## config.mk

```make
export PLATFORM = sky130hd
export DESIGN_NAME = spff_ctrl
export DESIGN_NICKNAME = d
export VERILOG_FILES = /design/src/hdl/spff_pkg.sv /design/src/hdl/spff_ctrl.sv
export VERILOG_INCLUDE_DIRS = /design/src /design/src/hdl
export SDC_FILE = /design/constraint.sdc
export NUM_CORES = 1
export LEC_CHECK = 0
export ABC_AREA = 1
export BUFFER_PORTS_ARGS = -buffer_cell sky130_fd_sc_hd__buf_2
export CORE_AREA = 2 2 39 41
export DETAILED_ROUTE_END_ITERATION = 6
export DIE_AREA = 0 0 41 43
export GPL_TIMING_DRIVEN = 0
export SYNTH_ARGS = -nofsm -noshare
export SYNTH_HDL_FRONTEND = slang
export SYNTH_SLANG_ARGS = --single-unit
```

## constraint.sdc

```tcl
create_clock -name clk -period 3.4 [get_ports clk]
set_clock_uncertainty 0.15 [all_clocks]
set_input_delay 0.68 -clock clk [delete_from_list [all_inputs] [get_ports clk]]
set_output_delay 0.68 -clock clk [all_outputs]
set_load 0.005 [all_outputs]
```

## src/hdl/assert_macros.svh

```systemverilog
// Assertion macros shared by the face filter controller and datapath.
// Each macro expects clk and arst_n in the scope where it is used.
`ifndef ASSERT_MACROS_SVH
`define ASSERT_MACROS_SVH

// Property checked on every clock edge outside reset.
`define SPFF_ASSERT(lbl, prop, msg) \
	lbl: assert property (@(posedge clk) disable iff (!arst_n) prop) else $error(msg);

// Same-cycle implication.
`define SPFF_ASSERT_NOW(lbl, ante, cons, msg) \
	lbl: assert property (@(posedge clk) disable iff (!arst_n) (ante) |-> (cons)) else $error(msg);

// Next-cycle implication.
`define SPFF_ASSERT_NEXT(lbl, ante, cons, msg) \
	lbl: assert property (@(posedge clk) disable iff (!arst_n) (ante) |=> (cons)) else $error(msg);

`endif

```

## src/hdl/spff_pkg.sv

```systemverilog
// Shared widths, codes and controller/datapath interface types for the
// polygon face filter. No dependencies.
package spff_pkg;

	localparam int MAX_FACE_VERTS_DEF = 8;
	localparam int MIN_FACE_VERTS     = 3;

	localparam int IDX_W     = 24;
	localparam int POS_W     = 16;
	localparam int MA_W      = 20;
	localparam int VC_W      = 24;
	localparam int CFG_W     = 24;
	localparam int CFG_IDX_W = 1;
	localparam int REASON_W  = 3;
	localparam int FV_W      = 4;
	localparam int DIFF_W    = POS_W + 1;
	localparam int PROD_W    = 2 * DIFF_W;
	localparam int TERM_W    = PROD_W + 1;
	localparam int CROSS_W   = 40;
	localparam int MAG_W     = 21;
	localparam int SQ_W      = 2 * MAG_W;
	localparam int MA2_W     = 2 * MA_W;
	localparam int SUM_W     = SQ_W + 2;

	localparam logic [CFG_IDX_W-1:0] REG_MIN_AREA     = 1'b0;
	localparam logic [CFG_IDX_W-1:0] REG_VERTEX_COUNT = 1'b1;

	localparam logic [REASON_W-1:0] RSN_KEPT      = 3'd0;
	localparam logic [REASON_W-1:0] RSN_BOUNDS    = 3'd1;
	localparam logic [REASON_W-1:0] RSN_TOO_FEW   = 3'd2;
	localparam logic [REASON_W-1:0] RSN_DUPLICATE = 3'd3;
	localparam logic [REASON_W-1:0] RSN_SMALL     = 3'd4;
	localparam logic [REASON_W-1:0] RSN_TOO_LONG  = 3'd5;

	typedef struct packed {
		logic cap;
		logic mul;
		logic acc;
		logic mag;
		logic sq;
		logic sum;
		logic load;
	} cmd_t;

	typedef struct packed {
		logic last;
	} stat_t;

endpackage

```

## src/hdl/spff_ctrl.sv

```systemverilog
// Sequencing state machine of the face filter: handshakes and datapath commands.
// Depends on spff_pkg and assert_macros.svh.
`include "assert_macros.svh"

module spff_ctrl (
	input  logic           clk,
	input  logic           arst_n,
	input  logic           in_valid,
	output logic           in_ready,
	output logic           out_valid,
	input  logic           out_ready,
	input  spff_pkg::stat_t stat,
	output spff_pkg::cmd_t  cmd
);

	typedef enum logic [2:0] {
		S_IDLE,
		S_MUL,
		S_ACC,
		S_MAG,
		S_SQ,
		S_SUM,
		S_VERD
	} state_t;

	state_t state_q;
	logic   in_ready_q;
	logic   out_valid_q;
	logic   slot_free;

	assign slot_free = !out_valid_q || out_ready;

	always_comb begin
		cmd      = '0;
		cmd.cap  = (state_q == S_IDLE) && in_valid && in_ready_q;
		cmd.mul  = (state_q == S_MUL);
		cmd.acc  = (state_q == S_ACC);
		cmd.mag  = (state_q == S_MAG);
		cmd.sq   = (state_q == S_SQ);
		cmd.sum  = (state_q == S_SUM);
		cmd.load = (state_q == S_VERD) && slot_free;
	end

	always_ff @(posedge clk or negedge arst_n) begin
		if (!arst_n) begin
			state_q     <= S_IDLE;
			in_ready_q  <= 1'b1;
			out_valid_q <= 1'b0;
		end else begin
			if (out_valid_q && out_ready && !cmd.load) begin
				out_valid_q <= 1'b0;
			end
			case (state_q)
				S_IDLE: begin
					if (in_valid && in_ready_q) begin
						state_q    <= S_MUL;
						in_ready_q <= 1'b0;
					end
				end
				S_MUL: begin
					state_q <= S_ACC;
				end
				S_ACC: begin
					if (stat.last) begin
						state_q <= S_MAG;
					end else begin
						state_q    <= S_IDLE;
						in_ready_q <= 1'b1;
					end
				end
				S_MAG: begin
					state_q <= S_SQ;
				end
				S_SQ: begin
					state_q <= S_SUM;
				end
				S_SUM: begin
					state_q <= S_VERD;
				end
				S_VERD: begin
					if (slot_free) begin
						out_valid_q <= 1'b1;
						state_q     <= S_IDLE;
						in_ready_q  <= 1'b1;
					end
				end
				default: begin
					state_q    <= S_IDLE;
					in_ready_q <= 1'b1;
				end
			endcase
		end
	end

	assign in_ready  = in_ready_q;
	assign out_valid = out_valid_q;

	`SPFF_ASSERT_NOW(a_ready_only_idle, in_ready_q, state_q == S_IDLE, "ready outside idle")
	`SPFF_ASSERT_NOW(a_load_slot_free, cmd.load, !out_valid_q || out_ready, "result overwritten")
	`SPFF_ASSERT_NEXT(a_cap_starts_mul, cmd.cap, state_q == S_MUL && !in_ready_q, "capture lost")

endmodule

```

# Yosys cells after proc, flatten, opt, wreduce, memory -nomap -nowiden

Cells that the tools add are included.

Eq/ne operators: 9
Mux-type cells: 11
Bitwise logic cells: 1
Reductions and logical operators: 13

Operators by type and width:

| cell                                                   | count |
|---|---|
| one-hot mux 3 bit (7 select lines)                     | 1 |
| == test 3 bit (second input constant)                  | 3 |
| == test 3 x 2 -> 1 bit (second input constant)         | 2 |
| logical AND 1 bit                                      | 6 |
| 2-to-1 mux 1 bit                                       | 6 |
| 2-to-1 mux 3 bit                                       | 2 |
| inequality test 2 bit (second input constant)          | 2 |
| one-hot mux 1 bit (4 select lines)                     | 1 |
| AND reduction 4 bit                                    | 1 |
| OR reduction 4 bit                                     | 1 |
| == test 3 x 1 -> 1 bit (second input constant)         | 1 |
| logical NOT 3 bit                                      | 1 |
| logical NOT 1 bit                                      | 2 |
| 2-to-1 mux 2 bit                                       | 1 |
| inequality test 2 x 1 -> 1 bit (second input constant) | 1 |
| AND reduction 2 bit                                    | 1 |
| logical OR 1 bit                                       | 1 |
| inverter 1 bit                                         | 1 |

Flip-flop bits (word level): 5
Bits of input ports: 5
Logic and storage cells: 37

# Longest topological paths before layout

Depth after elaboration: 8
Depth in mapped cells: 8
Depth with buffers taken out: 8

# Least setup slack after synthesis

Ideal clock, no wire load.

Kind: in2out
Start point: input port out_ready
End point: output port cmd[0] (netlist name)
Data arrival time: 0.890 ns
Required time: 2.570 ns
Path slack: 1.680 ns
Stages on the path: 2
Cells stage by stage: nor2_1 nor2_1

RTL lines:

| what        | line            | source |
|---|---|---|
| from (decl) | spff_ctrl.sv:11 | `input logic out_ready,` |
| to (decl)   | spff_ctrl.sv:13 | `output spff_pkg::cmd_t cmd` |

==> qor.yml <==
status:
  status: "complete, no violations"
power_and_ir_drop:
  vdd_drop_max_mv: 0.204
  power_density_nw_per_um2: 906
  power.leakage_nw: 0.228
clock_tree:
  cts_sinks: 5
  tritoncts: "yes"
  cts_hold_buf: 0
  ctsResizeCount: 0
  root_buffer: "clkbuf_4"
  clk_pin_slew_ns: 0.04
  clk_latency_ns: 0.23
  clock_path_buffers: 2
  cts_setup_buffers: 0
  numCtsBuffers: 3
  htreeDepth: 1
route:
  via_per_inst: 4.18
  dr_wl_met2_um: 310
  wl_um: 630
  dr.pass1.iters: 3
  drt_iter0_markers: 2
  via_count: 309
  drc: 0
  wl_met3_um: 34
  wl_per_cell_um: 8.51
  wl_met1_um: 278
  dr.max_layer_used: "met4"
  ant_nets: 0
logic_synthesis:
  synthDistinctLibCells: 17
  syn_nets: 46
  synth_top_area_frac: 0.339
  synthXorXnorAreaFrac: 0
  ys_ff_latch: 5
  ys_seq_area_frac: 0.428
  synth_top_family_by_area: "simple AND/OR/NAND/NOR gates"
  yosys-top-cells-area: "dfrtp_1, nand2_1, nor2_1, dfstp_2, nand2_2"
  netlist_instances: 41
  syn_area_per_cell_um2: 7.20
  yosysTopAreaCell: "dfrtp_1"
  synth_mux_area_frac: 0
  yosys.area_share.simple: 0.407
  synth_adder_area_share: 0
  yosysWarnings: 0
  synth_area_um2: 295
  synth_compound_area_frac: 0.0763
place:
  port_buffers: 13
  dp_hpwl_um: 526
  place_congestion: 0.682
timing:
  slew_violations: 0
  tightest_slew_ns: 0.250
  whs_ns: 0.100
  setup_tns_ns: 0
  finalHoldViolCount: 0
  rsz0062_at_grt: "false"
  fin_crit_ns: 2.05
  slew_headroom: 0.834
  setup_viol: 0
  max_freq_mhz: 487
  finalCritPeriodShare: 0.604
floorplan:
  ios: 14
  fp.coreArea_um2: 1380
  row_count: 14
  die_w_um: 41
  die_h_um: 43
  die-area_um2: 1760
  start_util: 0.213
critical_path:
  reg2reg_from: "state_q[0]$_DFFE_PN0P_"
  cp_data_required_time_ns: 2.57
  reg2reg_depth: 6
  endpoint: "cmd[6]"
  rrSetupSlack_ns: 2.15
  reg2reg_to: "in_ready$_DFFE_PN1P_"
  cp.arrival_ns: 1.22
  critPathLaunchType: "register"
  crit_fanout: 6
  setup.worst_path.start: "state_q[0]$_DFFE_PN0P_"
  path_class: "register to output pin"
  end_kind: "output pin"
global_routing:
  grt_pass1_wl_um: 972
  antenna_found_initial: 0
  grt_usage: 0.0827
  grt_pass1_vias: 256
  grt.overflow.total: 0
  grt_max_degree: 7
run:
  drv_cap: 0
cells_and_area:
  drive_gt1_frac: 0.448
  multiInputGateArea_um2: 143
  regArea_um2: 126
  nets: 64
  antennaDiodeCount: 0
  area_growth_pct: 37.7
  fill_cells: 155
min_path:
  min_path_type: "input pin to asynchronous set/reset pin"
==> layout make-up <==
cell class	instances	share of cell area
multi-input cells	29	0.351
flip-flops and latches	5	0.311
inverters	7	0.0646
clock buffers	4	0.0646
repair buffers	13	0.160
well taps	16	0.0492
==> cell usage after synthesis <==
| master | number |
|---|---|
| clkinv_1 | 1 |
| nand2_1 | 8 |
| nand3b_1 | 1 |
| nand4_1 | 1 |
| inv_2 | 3 |
| nor2_1 | 8 |
| inv_1 | 3 |
| nor2_2 | 2 |
| nand3_2 | 1 |
| nand2_2 | 3 |
| a21oi_1 | 1 |
| dfrtp_1 | 4 |
| o21ai_1 | 1 |
| dfstp_2 | 1 |
| nor3_1 | 1 |
| o211ai_1 | 1 |
| o21ai_0 | 1 |
==> worst max-delay path, stage by stage (launching register included) <==
cell and delay [ns]:
dfrtp_1 0.46, nor2_1 0.23, nand2_1 0.11, nor2_1 0.09
buf_2 0.11
==> registers in the layout, indices dropped and copies added, names as in the netlist <==
register / cells
out_valid: 1
in_ready: 1
state_q: 3
==> how the worst min path moves through the flow <==
stage / end / depth (start not counted)
4_1_cts: state_q[2]$_DFFE_PN0P_ / 1
5_1_grt: out_valid$_DFF_PN0_ / 1
3_5_place_dp: in_ready$_DFFE_PN1P_ / 2
6_report: state_q[0]$_DFFE_PN0P_ / 1
2_1_floorplan: out_valid$_DFF_PN0_ / 0
3_3_place_gp: in_ready$_DFFE_PN1P_ / 2
==> power breakdown <==
group	internal (mW)	leakage [nW]	switching (mW)
clock network	0.0442	0.0150	0.0217
registers	0.0910	0.0621	0.0319
logic	0.0735	0.150	0.106
total	0.209	0.228	0.160
==> per-stage QoR <==
stage	worst slack, ns	total power [mW]	utilization	std cells	area (um2)
4_1_cts	1.36	0.373	0.294	74	407
2_1_floorplan	1.68	0.243	-	41	295
3_3_place_gp	1.43	0.299	0.275	70	380
5_1_grt	1.25	0.410	0.294	74	407
6_report	1.35	0.368	0.294	74	407
3_5_place_dp	1.44	0.303	0.275	70	380
==> kinds of logic (layout without fill, tap and decap cells) <==
group / Yosys count / count (layout)
compound gates: 4 / 4
buf+inv: 7 / 24
flops: 5 / 5
simple gates: 25 / 25
==> placed cells by master, fill, tap and decap left out <==
| cell | Yosys | layout |
|---|---|---|
| nand2_1 | 8 | 8 |
| buf_2 | 0 | 13 |
| clkbuf_4 | 0 | 3 |
| nand2_2 | 3 | 3 |
| o211ai_1 | 1 | 1 |
| nand3_2 | 1 | 1 |
| nand3b_1 | 1 | 1 |
| nand4_1 | 1 | 1 |
| clkinv_1 | 1 | 1 |
| o21ai_1 | 1 | 1 |
| dfstp_2 | 1 | 1 |
| inv_2 | 3 | 3 |
| dfrtp_1 | 4 | 4 |
| inv_1 | 3 | 3 |
| nor2_1 | 8 | 8 |
| clkbuf_1 | 0 | 1 |
| o21ai_0 | 1 | 1 |
| a21oi_1 | 1 | 1 |
| nor2_2 | 2 | 2 |
| nor3_1 | 1 | 1 |
==> per-layer routing <==
| layer | global-route usage | up-vias |
|---|---|---|
| met2 | 0.125 | 6 |
| met5 | 0 | - |
| met1 | 0.0882 | 140 |
| met3 | 0.0314 | 2 |
| met4 | 0.0600 | 0 |
| li1 | - | 161 |
Power figures use the tool's default switching activity.
